$ cat src/rtl/usd_pkg.sv
// Shared types and constants for the UTF-8 stream decoder.
`timescale 1ns / 1ps

package usd_pkg;

	// result status codes
	localparam logic [1:0] STATUS_OK      = 2'd0;
	localparam logic [1:0] STATUS_INVALID = 2'd1;
	localparam logic [1:0] STATUS_POLICY  = 2'd2;

	// configuration register indexes
	localparam logic [1:0] CFG_BIG_CODES    = 2'd0;
	localparam logic [1:0] CFG_XML_CONTROLS = 2'd1;
	localparam logic [1:0] CFG_SURROGATES   = 2'd2;
	localparam logic [1:0] CFG_NONCHARS     = 2'd3;

	typedef struct packed {
		logic [7:0] byte_value;
		logic       end_of_buffer;
	} in_item_t;

	typedef struct packed {
		logic [30:0] code_point;
		logic [1:0]  status;
		logic        last_of_run;
	} out_item_t;

	typedef struct packed {
		logic accept_big_codes;
		logic exclude_xml_controls;
		logic accept_surrogates;
		logic accept_noncharacters;
	} cfg_t;

	typedef struct packed {
		logic        open_sequence;
		logic [30:0] accumulated_code;
		logic [2:0]  tails_expected;
		logic [2:0]  tails_taken;
	} dec_state_t;

	// results caused by one byte: err_count errors, then optionally one code
	typedef struct packed {
		logic [2:0]  err_count;
		logic        has_final;
		logic [30:0] code;
		logic [1:0]  status;
	} plan_t;

endpackage

$ cat src/rtl/utf8_stream_decoder.sv
// Top level of the UTF-8 stream decoder: input register, state, config, result stage.
//
// Usage:
//   Input channel (in_valid/in_stall/in_item) takes one raw byte per item plus an
//   end-of-buffer flag. Output channel (out_valid/out_stall/out_item) gives code
//   points with a status (ok, invalid, rejected by policy); last_of_run marks the
//   final result caused by one byte. A byte may cause zero to six results.
//   Config: cfg_we writes bit 0 of cfg_data into the policy switch at cfg_index;
//   write only while the decoder is idle.
// Timing:
//   A byte accepted into the input register is decoded and its first result is
//   loaded into the result register. One byte per cycle is sustained while each
//   byte causes at most one result and out_stall is low; a byte with more results
//   holds the input while the single result register plays them out one per cycle.
// Reset: clears the open sequence and all policy switches; no items are pending.
// Stall: a stalled result holds steady; the input register keeps accepting until
//   a byte with results waits behind it, then in_stall rises.
`timescale 1ns / 1ps

module utf8_stream_decoder
	import usd_pkg::*;
(
	input  logic       clk,
	input  logic       arst_n,
	input  logic       in_valid,
	output logic       in_stall,
	input  in_item_t   in_item,
	output logic       out_valid,
	input  logic       out_stall,
	output out_item_t  out_item,
	input  logic       cfg_we,
	input  logic [1:0] cfg_index,
	input  logic       cfg_data
);

	cfg_t       cfg_q;
	dec_state_t st_q;
	dec_state_t st_nxt;
	in_item_t   item_s1;
	logic       valid_s1;
	plan_t      plan;
	logic       nonempty;
	logic       free;
	logic       advance;
	logic       load;
	logic       accept;

	assign nonempty = (plan.err_count != 3'd0) || plan.has_final;
	assign advance  = valid_s1 && (free || !nonempty);
	assign load     = advance && nonempty;
	assign in_stall = valid_s1 && !advance;
	assign accept   = in_valid && !in_stall;

	always_ff @(posedge clk or negedge arst_n) begin
		if (!arst_n) begin
			cfg_q <= '0;
		end else if (cfg_we) begin
			case (cfg_index)
				CFG_BIG_CODES:    cfg_q.accept_big_codes     <= cfg_data;
				CFG_XML_CONTROLS: cfg_q.exclude_xml_controls <= cfg_data;
				CFG_SURROGATES:   cfg_q.accept_surrogates    <= cfg_data;
				CFG_NONCHARS:     cfg_q.accept_noncharacters <= cfg_data;
				default:          cfg_q <= cfg_q;
			endcase
		end
	end

	always_ff @(posedge clk or negedge arst_n) begin
		if (!arst_n) begin
			valid_s1 <= 1'b0;
			st_q     <= '0;
		end else begin
			if (accept) begin
				valid_s1 <= 1'b1;
			end else if (advance) begin
				valid_s1 <= 1'b0;
			end
			if (advance) begin
				st_q <= st_nxt;
			end
		end
	end

	always_ff @(posedge clk) begin
		if (accept) begin
			item_s1 <= in_item;
		end
	end

	usd_decode u_decode (
		.st   (st_q),
		.cfg  (cfg_q),
		.item (item_s1),
		.nxt  (st_nxt),
		.plan (plan)
	);

	usd_emit u_emit (
		.clk       (clk),
		.arst_n    (arst_n),
		.load      (load),
		.plan      (plan),
		.free      (free),
		.out_valid (out_valid),
		.out_stall (out_stall),
		.out_item  (out_item)
	);

endmodule

$ cat src/rtl/usd_decode.sv
// Per-byte decode: next sequence state and the list of results for one byte.
`timescale 1ns / 1ps

module usd_decode
	import usd_pkg::*;
(
	input  dec_state_t st,
	input  cfg_t       cfg,
	input  in_item_t   item,
	output dec_state_t nxt,
	output plan_t      plan
);

	function automatic logic [30:0] min_code(input logic [2:0] tails);
		logic [30:0] m;
		case (tails)
			3'd0: m = 31'h0000_0000;
			3'd1: m = 31'h0000_0080;
			3'd2: m = 31'h0000_0800;
			3'd3: m = 31'h0001_0000;
			3'd4: m = 31'h0020_0000;
			3'd5: m = 31'h0400_0000;
			default: m = '0;
		endcase
		return m;
	endfunction

	logic [7:0]  b;
	logic        is_tail;
	logic        stray;
	logic [2:0]  lead_tails;
	logic [30:0] acc_n;
	logic [2:0]  taken_n;
	logic        do_lead;
	logic        do_fin;
	logic [30:0] fin_code;
	logic [2:0]  fin_tails;
	logic [2:0]  errs;
	logic        overlong;
	logic [1:0]  fin_status;

	assign b       = item.byte_value;
	assign is_tail = (b[7:6] == 2'b10);
	assign stray   = is_tail || (b >= 8'hFE);
	assign acc_n   = {st.accumulated_code[24:0], b[5:0]};
	assign taken_n = st.tails_taken + 3'd1;

	always_comb begin
		if (b >= 8'hFC) begin
			lead_tails = 3'd5;
		end else if (b >= 8'hF8) begin
			lead_tails = 3'd4;
		end else if (b >= 8'hF0) begin
			lead_tails = 3'd3;
		end else if (b >= 8'hE0) begin
			lead_tails = 3'd2;
		end else begin
			lead_tails = 3'd1;
		end
	end

	// sequence tracking
	always_comb begin
		nxt       = st;
		errs      = '0;
		do_lead   = 1'b0;
		do_fin    = 1'b0;
		fin_code  = '0;
		fin_tails = '0;
		if (st.open_sequence) begin
			if (is_tail) begin
				if (taken_n >= st.tails_expected) begin
					do_fin    = 1'b1;
					fin_code  = acc_n;
					fin_tails = st.tails_expected;
					nxt       = '0;
				end else begin
					nxt.accumulated_code = acc_n;
					nxt.tails_taken      = taken_n;
				end
			end else begin
				// broken: one error for the lead, one per tail taken, then retry as lead
				errs    = 3'd1 + st.tails_taken;
				nxt     = '0;
				do_lead = 1'b1;
			end
		end else begin
			do_lead = 1'b1;
		end

		if (do_lead) begin
			if (stray) begin
				errs = errs + 3'd1;
			end else if (!b[7]) begin
				do_fin    = 1'b1;
				fin_code  = {23'd0, b};
				fin_tails = 3'd0;
			end else begin
				nxt.open_sequence    = 1'b1;
				nxt.accumulated_code = {23'd0, b & (8'h3F >> lead_tails)};
				nxt.tails_expected   = lead_tails;
				nxt.tails_taken      = 3'd0;
			end
		end

		// end of buffer closes whatever is still open
		if (nxt.open_sequence && item.end_of_buffer) begin
			errs = errs + 3'd1 + nxt.tails_taken;
			nxt  = '0;
		end
	end

	// overlong and policy checks on a completed code
	always_comb begin
		overlong   = (fin_tails > 3'd5) || (fin_code < min_code(fin_tails));
		fin_status = STATUS_OK;
		if (fin_code > 31'h0010_FFFF && !cfg.accept_big_codes) begin
			fin_status = STATUS_POLICY;
		end
		if (fin_code < 31'h20 && fin_code != 31'h9 && fin_code != 31'hA &&
				fin_code != 31'hD && cfg.exclude_xml_controls) begin
			fin_status = STATUS_POLICY;
		end
		if (fin_code >= 31'hD800 && fin_code <= 31'hDFFF && !cfg.accept_surrogates) begin
			fin_status = STATUS_POLICY;
		end
		if ((fin_code == 31'hFFFE || fin_code == 31'hFFFF) && !cfg.accept_noncharacters) begin
			fin_status = STATUS_POLICY;
		end
	end

	always_comb begin
		plan = '0;
		plan.err_count = errs;
		if (do_fin) begin
			if (overlong) begin
				plan.err_count = errs + 3'd1;
			end else begin
				plan.has_final = 1'b1;
				plan.code      = fin_code;
				plan.status    = fin_status;
			end
		end
	end

endmodule

$ cat src/rtl/usd_emit.sv
// Result register: plays out one byte's results, one item per cycle while out_stall is low.
`timescale 1ns / 1ps

module usd_emit
	import usd_pkg::*;
(
	input  logic      clk,
	input  logic      arst_n,
	input  logic      load,
	input  plan_t     plan,
	output logic      free,
	output logic      out_valid,
	input  logic      out_stall,
	output out_item_t out_item
);

	plan_t plan_q;
	logic  valid_q;
	logic  last;
	logic  pop;

	assign last = (plan_q.err_count == 3'd0) ||
		(plan_q.err_count == 3'd1 && !plan_q.has_final);
	assign pop  = valid_q && !out_stall;
	assign free = !valid_q || (pop && last);

	always_comb begin
		out_item.last_of_run = last;
		if (plan_q.err_count != 3'd0) begin
			out_item.code_point = '0;
			out_item.status     = STATUS_INVALID;
		end else begin
			out_item.code_point = plan_q.code;
			out_item.status     = plan_q.status;
		end
	end

	assign out_valid = valid_q;

	always_ff @(posedge clk or negedge arst_n) begin
		if (!arst_n) begin
			valid_q <= 1'b0;
		end else if (load) begin
			valid_q <= 1'b1;
		end else if (pop && last) begin
			valid_q <= 1'b0;
		end
	end

	always_ff @(posedge clk) begin
		if (load) begin
			plan_q <= plan;
		end else if (pop && plan_q.err_count != 3'd0) begin
			plan_q.err_count <= plan_q.err_count - 3'd1;
		end
	end

`ifndef SYNTHESIS
	a_load_when_free: assert property (@(posedge clk) disable iff (!arst_n)
		load && valid_q |-> pop && last)
		else $error("plan loaded over unfinished results");

	a_load_nonempty: assert property (@(posedge clk) disable iff (!arst_n)
		load |-> (plan.err_count != 3'd0 || plan.has_final))
		else $error("empty plan loaded");

	a_more_follow: assert property (@(posedge clk) disable iff (!arst_n)
		pop && !last |=> valid_q)
		else $error("results dropped before last of run");

	a_err_step: assert property (@(posedge clk) disable iff (!arst_n)
		pop && plan_q.err_count != 3'd0 && !load |=>
		plan_q.err_count == $past(plan_q.err_count) - 3'd1)
		else $error("error count did not step down");

	a_err_bound: assert property (@(posedge clk) disable iff (!arst_n)
		valid_q |-> plan_q.err_count <= 3'd6)
		else $error("error count out of range");
`endif

endmodule

$ cat config.mk
export PLATFORM = sky130hd
export DESIGN_NAME = utf8_stream_decoder
export DESIGN_NICKNAME = d
export VERILOG_FILES = /design/src/rtl/usd_pkg.sv /design/src/rtl/utf8_stream_decoder.sv /design/src/rtl/usd_decode.sv /design/src/rtl/usd_emit.sv
export SDC_FILE = /design/constraint.sdc
export NUM_CORES = 1
export LEC_CHECK = 0
export BUFFER_PORTS_ARGS = -buffer_cell sky130_fd_sc_hd__buf_4
export CAP_MARGIN = 25
export CORE_AREA = 5 5 97 99
export CTS_BUF_LIST = sky130_fd_sc_hd__clkbuf_4 sky130_fd_sc_hd__clkbuf_8
export DETAILED_ROUTE_END_ITERATION = 7
export DIE_AREA = 0 0 102 104
export MAX_ROUTING_LAYER = met4
export PLACE_DENSITY_LB_ADDON = 0.3
export SLEW_MARGIN = 20
export SYNTH_ARGS = -nofsm -noshare
export SYNTH_HDL_FRONTEND = slang
export SYNTH_SLANG_ARGS = --single-unit
export TNS_END_PERCENT = 20
$ cat constraint.sdc
create_clock -name clk -period 12.3 [get_ports clk]
set_input_delay 2.46 -clock clk [delete_from_list [all_inputs] [get_ports clk]]
set_output_delay 2.46 -clock clk [all_outputs]
set_load 0.03 [all_outputs]
Word level (Yosys, flattened, before mapping)
Cells that the tools add are included.
W data, S select, Z words.
{"block": "totals", "register_bits": 90, "input_bits": 17}
{"block": "op_classes", "n_bitwise": 2, "n_reduce_logical": 46, "shift": 1, "mux": 54, "magnitude_cmp": 12, "eq_ne": 15, "n_addsub": 6}
{"operator": "$mux W38", "count": 6}
{"operator": "$mux W31", "count": 7}
{"operator": "$pmux W27 S5", "count": 1}
{"operator": "$ne A31 B4 Y1 const B", "count": 3}
{"operator": "$eq A31 B16 Y1 const B", "count": 2}
{"operator": "$mux W3", "count": 19}
{"operator": "$ge A8 B8 Y1 const B", "count": 5}
{"operator": "$mux W37", "count": 1}
{"operator": "$mux W34", "count": 1}
{"operator": "$mux W33", "count": 1}
{"operator": "$ge A31 B16 Y1 const B", "count": 1}
{"operator": "$gt A31 B21 Y1 const B", "count": 1}
{"operator": "$le A31 B16 Y1 const B", "count": 1}
{"operator": "$lt A31 B27 Y1", "count": 1}
{"operator": "$lt A31 B6 Y1 const B", "count": 1}
{"operator": "$logic_and A1 B1 Y1", "count": 17}
{"operator": "$mux W1", "count": 13}
{"operator": "$add A3 B1 Y3 const B", "count": 4}
{"operator": "$mux W2", "count": 5}
{"operator": "$logic_not A1 Y1", "count": 9}
{"operator": "$and A8 B8 Y8", "count": 1}
{"operator": "$reduce_and A2 Y1", "count": 4}
{"operator": "$shr A6 B3 Y8 const A", "count": 1}
{"operator": "$logic_or A1 B1 Y1", "count": 7}
{"operator": "16 further kinds", "count": 24}

Longest topological paths before layout
Gate-level depths: netlist of the first run.
{"block": "logic_depth", "word_depth": 28, "mapped_depth": 21}

Modules after synthesis
A second synthesis of the first run with hierarchy kept.
{"block": "hier_totals", "hier_cells": 509, "area_unflattened_um2": 5416.4}
{"mod": "utf8_stream_decoder", "cells_per_inst": 111, "n_inst": 1, "area_per_inst_um2": 2010.7, "seq_area_each_um2": 1346.3}
{"mod": "usd_decode", "cells_per_inst": 302, "n_inst": 1, "area_per_inst_um2": 1865.5, "seq_area_each_um2": 0.0}
{"mod": "usd_emit", "cells_per_inst": 96, "n_inst": 1, "area_per_inst_um2": 1540.2, "seq_area_each_um2": 1136.1}

Worst setup path before layout of the first run
OpenSTA, ideal clock, no wires.
{"block": "synth_timing", "path_type": "register to output", "from": "register st_q[0] (netlist name)", "to": "output in_stall", "path_stages_with_launch": 21, "path_buffers": 1, "path_slack_ps": 5436, "t_arrival_ps": 4404, "path_cell_list": "dfrtp_1 -> ha_1 -> xor2_1 -> ha_1 -> a21oi_1 -> o21ai_1 -> clkbuf_1 -> nand2_1 -> nor2_1 -> ha_1 -> nand3_1 -> ha_1 -> a31o_2 -> a21oi_1 -> o31a_1 -> o22ai_1 -> o31a_1 -> a211o_1 -> and2_1 -> a21oi_1 -> and2_1"}
{"block": "synth_between", "elab_chain_cells": 21, "elab_cells_between_ends": 56}
{"element": "start: declaration", "line": "utf8_stream_decoder.sv:37", "rtl": "dec_state_t st_q;"}
{"element": "start signal: assignment", "line": "utf8_stream_decoder.sv:79", "rtl": "st_q <= st_nxt;"}
{"element": "$add A3 B1 Y3", "line": "usd_decode.sv:46, usd_decode.sv:83"}
{"element": "$ge A3 B3 Y1", "line": "usd_decode.sv:72", "rtl": "if (taken_n >= st.tails_expected) begin"}
{"element": "$mux W3", "line": "usd_decode.sv:72"}
{"element": "$mux W3", "line": "usd_decode.sv:71", "rtl": "if (is_tail) begin"}
{"element": "$mux W3", "line": "usd_decode.sv:70", "rtl": "if (st.open_sequence) begin"}
{"element": "$mux W3", "line": "usd_decode.sv:94", "rtl": "end else if (!b[7]) begin"}
{"element": "$mux W3", "line": "usd_decode.sv:92", "rtl": "if (stray) begin"}
{"element": "$mux W3", "line": "usd_decode.sv:91", "rtl": "if (do_lead) begin"}
{"element": "[... 5 more ...]"}
{"element": "$mux W37 (*)", "line": "usd_decode.sv:135", "rtl": "if (do_fin) begin"}
{"element": "$reduce_bool A3 Y1", "line": "utf8_stream_decoder.sv:48", "rtl": "assign nonempty = (plan.err_count != 3'd0) || plan.has_final;"}
{"element": "$logic_or A1 B1 Y1 (*)", "line": "utf8_stream_decoder.sv:48"}
{"element": "$logic_not A1 Y1 (*)", "line": "utf8_stream_decoder.sv:49", "rtl": "assign advance = valid_s1 && (free || !nonempty);"}
{"element": "$logic_or A1 B1 Y1 (*)", "line": "utf8_stream_decoder.sv:49"}
{"element": "$logic_and A1 B1 Y1 (*)", "line": "utf8_stream_decoder.sv:49"}
{"element": "$logic_not A1 Y1 (*)", "line": "utf8_stream_decoder.sv:51", "rtl": "assign in_stall = valid_s1 && !advance;"}
{"element": "$logic_and A1 B1 Y1 (*)", "line": "utf8_stream_decoder.sv:51"}
{"element": "end: declaration", "line": "utf8_stream_decoder.sv:26", "rtl": "output logic in_stall,"}
Every way passes the cells marked *; elsewhere a longest branch is shown, timed or not.

Worst setup path in the final report of the first run
Same ends and word-level chain as after synthesis.

==> results of run 1 <==
per-stage QoR:
step                      util (%)  worst slack [ps]
after floorplan                  -              5440
after global placement        59.1              4910
after detailed placement      59.1              4800
after CTS                     61.8              4390
after global routing          62.2              3880
final                         62.2              4260
cell usage after synthesis, types with 3 or more instances:
library cell,instances
and3_1,7
or2_2,3
o31a_1,3
and2_1,64
a31o_2,3
o21ai_0,14
a21oi_1,14
nand2b_1,4
nor2_1,17
a31oi_1,3
nor2b_1,4
ha_1,15
o22ai_1,4
nor4_1,4
mux2i_1,5
nand3b_1,3
inv_1,19
nand3_1,11
mux2_2,4
dfrtp_1,38
nand2_1,21
or3_1,3
xor2_1,3
o21bai_1,3
a32o_1,3
or4_1,4
a22o_1,23
o31ai_1,6
clkbuf_1,13
o211ai_1,4
nor3_1,10
edfxtp_1,45
kinds of logic (layout without fill, tap and decap cells):
family | count (synthesis) | in the layout | synth area share (%)
fa+ha+maj | 16 | 16 | 4.58
simple gates | 166 | 166 | 20.9
buf+inv | 37 | 91 | 3.58
compound gates | 103 | 103 | 17.3
flops | 83 | 83 | 50.7
xor+xnor | 4 | 4 | 0.772
mux | 9 | 9 | 2.09
cell type report:
class / instances / area (um^2)
Clock buffer: 10 / 138
Clock inverter: 6 / 92.6
Fill cell: 685 / 3200
Inverter: 19 / 71.3
Multi-Input combinational cell: 298 / 2090
Sequential cell: 83 / 2300
Tap cell: 108 / 135
Timing Repair Buffer: 56 / 440
sequential cells by signal, summed over array words and instances, names as in the netlist:
signal and flops:
st_q 32, cfg_q 4, u_emit.plan_q 36, valid_s1 1, item_s1 9, u_emit.out_valid 1
metal layers:
layer	global-route usage [%]	wire, um	vias to the layer above
li1	-	-	1651
met1	29.3	4710	1622
met2	29.9	4540	152
met3	3.22	761	25
met4	9.09	288	0
met5	-	0	-
power by group:
group	switching (mW)	internal (mW)	leakage (nW)	total, mW
Combinational	0.286	0.173	1.20	0.459
Sequential	0.0644	0.383	0.940	0.447
Clock	0.103	0.122	0.118	0.225
worst max-delay path, stage by stage, from the launching register on:
cell,delay [ps]
dfrtp_1,450
ha_1,280
xor2_1,180
ha_1,310
nand2_1,100
o21ai_1,650
nand2_1,400
nor2_1,280
ha_1,200
nand4_1,110
ha_1,220
nor3_1,120
nor4bb_1,270
o311ai_1,130
and3_1,250
o31a_1,290
a211o_1,270
and2_1,200
a21oi_1,210
and2_1,150
buf_4,150
path summary, 6_finish.rpt:
path / depth (start not counted) / slack, ps / endpoint / startpoint
worst max-delay path: 20 / 4260 / in_stall / st_q[0]
worst min-delay path: 1 / 530 / st_q[27] / st_q[27]
worst max register to register: 19 / 6600 / st_q[6] / st_q[0]
worst min register to register: 1 / 530 / st_q[27] / st_q[27]
max in group asynchronous: 1 / 9880 / u_emit.out_valid / arst_n
min in group asynchronous: 1 / 2070 / cfg_q[1] / arst_n
==> key figures, run 1 <==
Outcome
  • Status: completed

Synth
  • Synth Cell Area: 4540 um^2
  • Async SR Flop Fraction: 45.8%
  • Mapped Avg Cell Area: 10.9 um^2
  • Post-synthesis sequential area ratio: 50.7%
  • Distinct cell type count after synthesis: 62
  • Synth top area share: 29.8%
  • Cell taking the most area after synthesis: edfxtp_1
  • Post-synth EDFFs: 45
  • Gate Count Post-Synth: 418
  • Main synth FF type: edfxtp_1
  • Syn nets: 451
  • Synth area leaders: edfxtp_1 (30%), dfrtp_1 (21%), and2_1 (8.8%)
  • Yosys warns: 0
  • #FFs+latches synth: 83

Pwr
  • Worst IR Drop VDD: 107 uV
  • Tot Pwr: 1.13 mW
  • Leak: 2.25 nW
  • Pwr Density: 215 nW/um^2

STA
  • F_max: 124 MHz
  • Final worst path period share: 65.4%
  • Max_slew headroom: 44.7%
  • Unrepaired setup endpoints after global routing: false
  • Slew Limit Fails: 0
  • Period minus WS final: 8040 ps
  • Endpoints failing setup: 0
  • Hold Slack: 534 ps
  • Worst Max-Slew Pin Slew: 829 ps
  • Layout Skew: 18.3 ps
  • Final setup TNS: 0 ps
  • Final Hold Vio Count: 0

Die
  • Core box area: 8470 um^2
  • Io pins: 53
  • Die height: 104 um
  • Row cnt: 34
  • Die X-Extent: 102 um
  • Initial Utilization: 53.6%
  • Die area: 10,600 um^2

Placed design
  • Dpl cells: 562
  • Detailed placement HPWL: 7670 um
  • Placer Congestion: 0.933
  • Port Buf Inserts: 52
  • Area after DPL: 5000 um^2

Cells and area
  • Commonest cells after routing, fill and taps aside: and2_1 (64), buf_4 (55), edfxtp_1 (45)
  • P&R area growth vs syn: 16.0%
  • Final nets: 500
  • Final instance area: 5270 um^2
  • Antenna fix cells: 0
  • Layout cells sized above 1: 18.9%
  • Finished Layout Cells: 580
  • Most common cell after layout, fill and taps aside: and2_1

Clock network
  • CTS root buf: clkbuf_8
  • CTS max path bufs: 2
  • Resize count post-CTS: 0
  • Setup bufs post-CTS: 0
  • Clk_lat worst skew: 360 ps
  • CTS sink count: 83
  • H-tree Lvls: 3
  • Num CTS Buffers: 9
  • Worst-path clk slew: 100 ps
  • CTS tree: done
  • Post-CTS Hold Buffers: 0

Worst setup path
  • Startpoint types: flop
  • CP Class: flop to output pin
  • Arr. time, crit path: 5580 ps
  • Critical-path maximum fanout: 12
  • Worst path required time: 9840 ps
  • CP endpoint kind: output pin

Route
  • Number of DRC markers in iteration 0: 232
  • Routed vias: 3,450
  • Drt pass-1 iters: 5
  • Drt total wl: 10,300 um
  • DRC violations left: 0
  • WL/cell: 17.8 um
  • Vias per inst: 5.95
  • DRT antenna net count: 0

Global routing
  • GRT Residual Overflow: 0
  • Initial antenna violation count: 0
  • GR Util All Layers: 20.9%
  • Vias in the first global route: 3,207
  • First-pass GRT wire length: 16,900 um
  • Largest net degree at the start of global routing: 39

Worst hold path
  • Hold Path Class: flop to flop

Job
  • Number of max-cap violations: 0
(Power assumes the default switching activity.)
==> inputs of run 2 (changes only) <==
--- a/config.mk
+++ b/config.mk
@@ -5,12 +5,13 @@
 export SDC_FILE = /design/constraint.sdc
 export NUM_CORES = 1
 export LEC_CHECK = 0
+export ABC_AREA = 1
 export BUFFER_PORTS_ARGS = -buffer_cell sky130_fd_sc_hd__buf_4
 export CAP_MARGIN = 25
-export CORE_AREA = 5 5 97 99
+export CORE_AREA = 5 5 104 106
 export CTS_BUF_LIST = sky130_fd_sc_hd__clkbuf_4 sky130_fd_sc_hd__clkbuf_8
 export DETAILED_ROUTE_END_ITERATION = 7
-export DIE_AREA = 0 0 102 104
+export DIE_AREA = 0 0 109 111
 export MAX_ROUTING_LAYER = met4
 export PLACE_DENSITY_LB_ADDON = 0.3
 export SLEW_MARGIN = 20
==> constraint.sdc (replaced) <==
create_clock -name clk -period 6.51 [get_ports clk]
set_input_delay 1.302 -clock clk [delete_from_list [all_inputs] [get_ports clk]]
set_output_delay 1.302 -clock clk [all_outputs]
set_load 0.03 [all_outputs]
==> key figures, run 2 <==
STA
  • Slew Limit Fails: 0 (unchanged)
  • Final Hold Vio Count: 0 (unchanged)
  • Period minus WS final: 6020 ps
  • F_max: 166 MHz
  • Worst Max-Slew Pin Slew: 710 ps (was 829 ps)
  • Layout Skew: 9.72 ps (was 18.3 ps)
  • Endpoints failing setup: 0 (unchanged)
  • Unrepaired setup endpoints after global routing: false (unchanged)
  • Final worst path period share: 92.4%
  • Final setup TNS: 0 ps (unchanged)
  • Max_slew headroom: 52.6% (was 44.7%)

Cells and area
  • Commonest cells after routing, fill and taps aside: nand2_1 (170), nor2_1 (114), inv_1 (107) (was and2_1 (64), buf_4 (55), edfxtp_1 (45))
  • P&R area growth vs syn: 12.9% (was 16.0%)
  • Layout cells sized above 1: 12.8% (was 18.9%)
  • Largest regs: u_emit.plan_q: 36 flops, st_q: 32 flops, item_s1: 9 flops (unchanged)
  • Area taken by multi-input logic gates: 2300 um^2 (was 2090 um^2)
  • Filler cell count: 864 (was 685)
  • Fin util: 60.7% (was 62.2%)
  • Biggest register: u_emit.plan_q (unchanged)
  • Antenna fix cells: 0 (unchanged)
  • Final nets: 770 (was 500)
  • Finished Layout Cells: 875 (was 580)
  • Most common cell after layout, fill and taps aside: nand2_1 (was and2_1)
  • Number of flip-flops under the largest register name: 36 (unchanged)
  • FF/Latch Area: 2300 um^2 (unchanged)

Clock network
  • CTS root buf: clkbuf_8 (unchanged)
  • Worst-path clk slew: 70 ps (was 100 ps)
  • CTS max path bufs: 2 (unchanged)
  • Setup bufs post-CTS: 0 (unchanged)
  • Clk_lat worst skew: 360 ps (about the same)
  • CTS tree: done (unchanged)
  • CTS sink count: 83 (unchanged)
  • Num CTS Buffers: 9 (unchanged)
  • Post-CTS Hold Buffers: 0 (unchanged)
  • H-tree Lvls: 3 (unchanged)
  • Resize count post-CTS: 0 (unchanged)

Outcome
  • Status: completed (unchanged)

Pwr
  • Int Power: 1.23 mW (was 0.677 mW)
  • Sequential share of power: 36.0% (was 39.5%)
  • Leak: 3.00 nW (was 2.25 nW)
  • Logic pwr share: 45.3% (was 40.6%)
  • Worst IR Drop VDD: 324 uV (was 107 uV)
  • Sw Pwr: 0.969 mW (was 0.454 mW)
  • Pwr Density: 374 nW/um^2 (was 215 nW/um^2)
  • Switching part of the total: 44.0% (was 40.1%)
  • Clock power frac: 18.8% (was 19.9%)

Placed design
  • Detailed placement HPWL: 9000 um (was 7670 um)
  • Dpl cells: 858 (was 562)
  • Placer Congestion: 0.916 (was 0.933)
  • Port Buf Inserts: 52 (unchanged)

Worst setup path
  • Startpoint types: flop (unchanged)
  • Worst path required time: 5210 ps (was 9840 ps)
  • CP Class: flop to output pin (unchanged)
  • Bufs and invs on worst path: 4 (was 1)
  • Slowest cell delay on critical path: 450 ps (was 650 ps)
  • Arr. time, crit path: 4710 ps (was 5580 ps)
  • CP top delay family: simple AND/OR/NAND/NOR gates (unchanged)
  • Cell mode on critical path: nand2_1 (was ha_1)
  • Critical-path maximum fanout: 30 (was 12)
  • CP endpoint kind: output pin (unchanged)
  • Slowest CP cell: dfrtp_1 (was o21ai_1)

Route
  • Drt pass-1 iters: 6 (was 5)
  • WL/cell: 14.2 um (was 17.8 um)
  • Drt total wl: 12,400 um (was 10,300 um)
  • DRT antenna net count: 0 (unchanged)
  • DRC violations left: 0 (unchanged)
  • Number of DRC markers in iteration 0: 444 (was 232)
  • Routed vias: 4,744 (was 3,450)
  • Vias per inst: 5.42 (was 5.95)

Die
  • Die height: 111 um (was 104 um)
  • Die X-Extent: 109 um (was 102 um)
  • Core box area: 9680 um^2 (was 8470 um^2)
  • Io pins: 53 (unchanged)
  • Row cnt: 36 (was 34)
  • Die area: 12,100 um^2 (was 10,600 um^2)
  • Initial Utilization: 53.8% (was 53.6%)

Synth
  • Distinct cell type count after synthesis: 39 (was 62)
  • Yosys warns: 0 (unchanged)
  • Post-synth EDFFs: 45 (unchanged)
  • Most frequent cells after synthesis: nand2_1 (170), nor2_1 (114), inv_1 (107) (was and2_1 (64), edfxtp_1 (45), dfrtp_1 (38))
  • Syn nets: 728 (was 451)
  • Synth area leaders: edfxtp_1 (26%), dfrtp_1 (18%), nand2_1 (12%) (was edfxtp_1 (30%), dfrtp_1 (21%), and2_1 (8.8%))
  • Synth top area share: 26.0% (was 29.8%)
  • Gate Count Post-Synth: 695 (was 418)
  • Async SR Flop Fraction: 45.8% (unchanged)
  • #FFs+latches synth: 83 (unchanged)
  • Post-synthesis sequential area ratio: 44.2% (was 50.7%)
  • Main synth FF type: edfxtp_1 (unchanged)
  • Top-count cell post-synth: nand2_1 (was and2_1)
  • Synth Cell Area: 5210 um^2 (was 4540 um^2)
  • Cell taking the most area after synthesis: edfxtp_1 (unchanged)
  • Mapped Avg Cell Area: 7.49 um^2 (was 10.9 um^2)

Worst hold path
  • Hold Path Class: flop to flop (unchanged)

Global routing
  • First-pass GRT wire length: 20,600 um (was 16,900 um)
  • Vias in the first global route: 4,412 (was 3,207)
  • Initial antenna violation count: 0 (unchanged)
  • GR Util All Layers: 21.7% (was 20.9%)
  • Largest net degree at the start of global routing: 39 (unchanged)
  • GRT Residual Overflow: 0 (unchanged)

Job
  • Number of max-cap violations: 0 (unchanged)
run 2: worst min-delay path, stage by stage (launching register included):
cell and delay, ps:
dfrtp_1 370, nand2_1 60, nand2_1 50
run 2: power groups by stage:
stage	Clock, mW	Sequential [mW]	Combinational (mW)
after floorplan	0	0.785	0.755
after global placement	0	0.795	0.951
after detailed placement	0	0.801	0.979
after CTS	0.419	0.790	0.981
after global routing	0.438	0.806	1.09
final	0.413	0.791	0.996
run 2: cell families (layout without fill, tap and decap cells):
group	Yosys count	after routing	share of synthesized area (%)
flops	83	83	44.2
compound gates	70	70	8.60
fa+ha+maj	16	16	3.99
simple gates	383	383	31.3
xor+xnor	2	2	0.337
buf+inv	141	188	11.6
run 2: per-layer routing:
layer,share of wire (%),vias to the layer above,wire [um],global-route usage (%)
met3,7.2,30,895,3.15
met5,0,-,0,-
met4,2.6,0,317,9.93
li1,-,2319,-,-
met2,47,190,5790,32.4
met1,44,2205,5410,29.2
run 2: path summary, 6_finish.rpt:
path	startpoint	to	slack (ps)	cells after the start
max	st_q[0]	in_stall	490	29
min	st_q[15]	st_q[15]	500	2
max reg2reg	st_q[0]	item_s1[0]	1240	30
min reg2reg	st_q[15]	st_q[15]	500	2
max in group asynchronous	arst_n	st_q[9]	5250	1
min in group asynchronous	arst_n	st_q[28]	910	1
run 2: layout make-up:
type                       instances  share of cell area, %
tap                              133                   2.83
multi-input combinational        471                   39.1
timing repair buffer              60                   8.00
sequential                        83                   39.2
clock buffer                      13                   2.62
clock inverter                     3                   1.11
inverter                         112                   7.15
run 2: through the flow:
stage / power [mW] / hold slack, ps / cell area (um^2) / worst slack (ps)
after detailed placement: 1.78 / 486 / 5630 / 939
after global routing: 2.34 / 536 / 5880 / 51.6
after floorplan: 1.54 / 447 / 5210 / 1150
after global placement: 1.75 / 478 / 5630 / 1120
after CTS: 2.19 / 504 / 5850 / 526
final: 2.20 / 505 / 5880 / 493
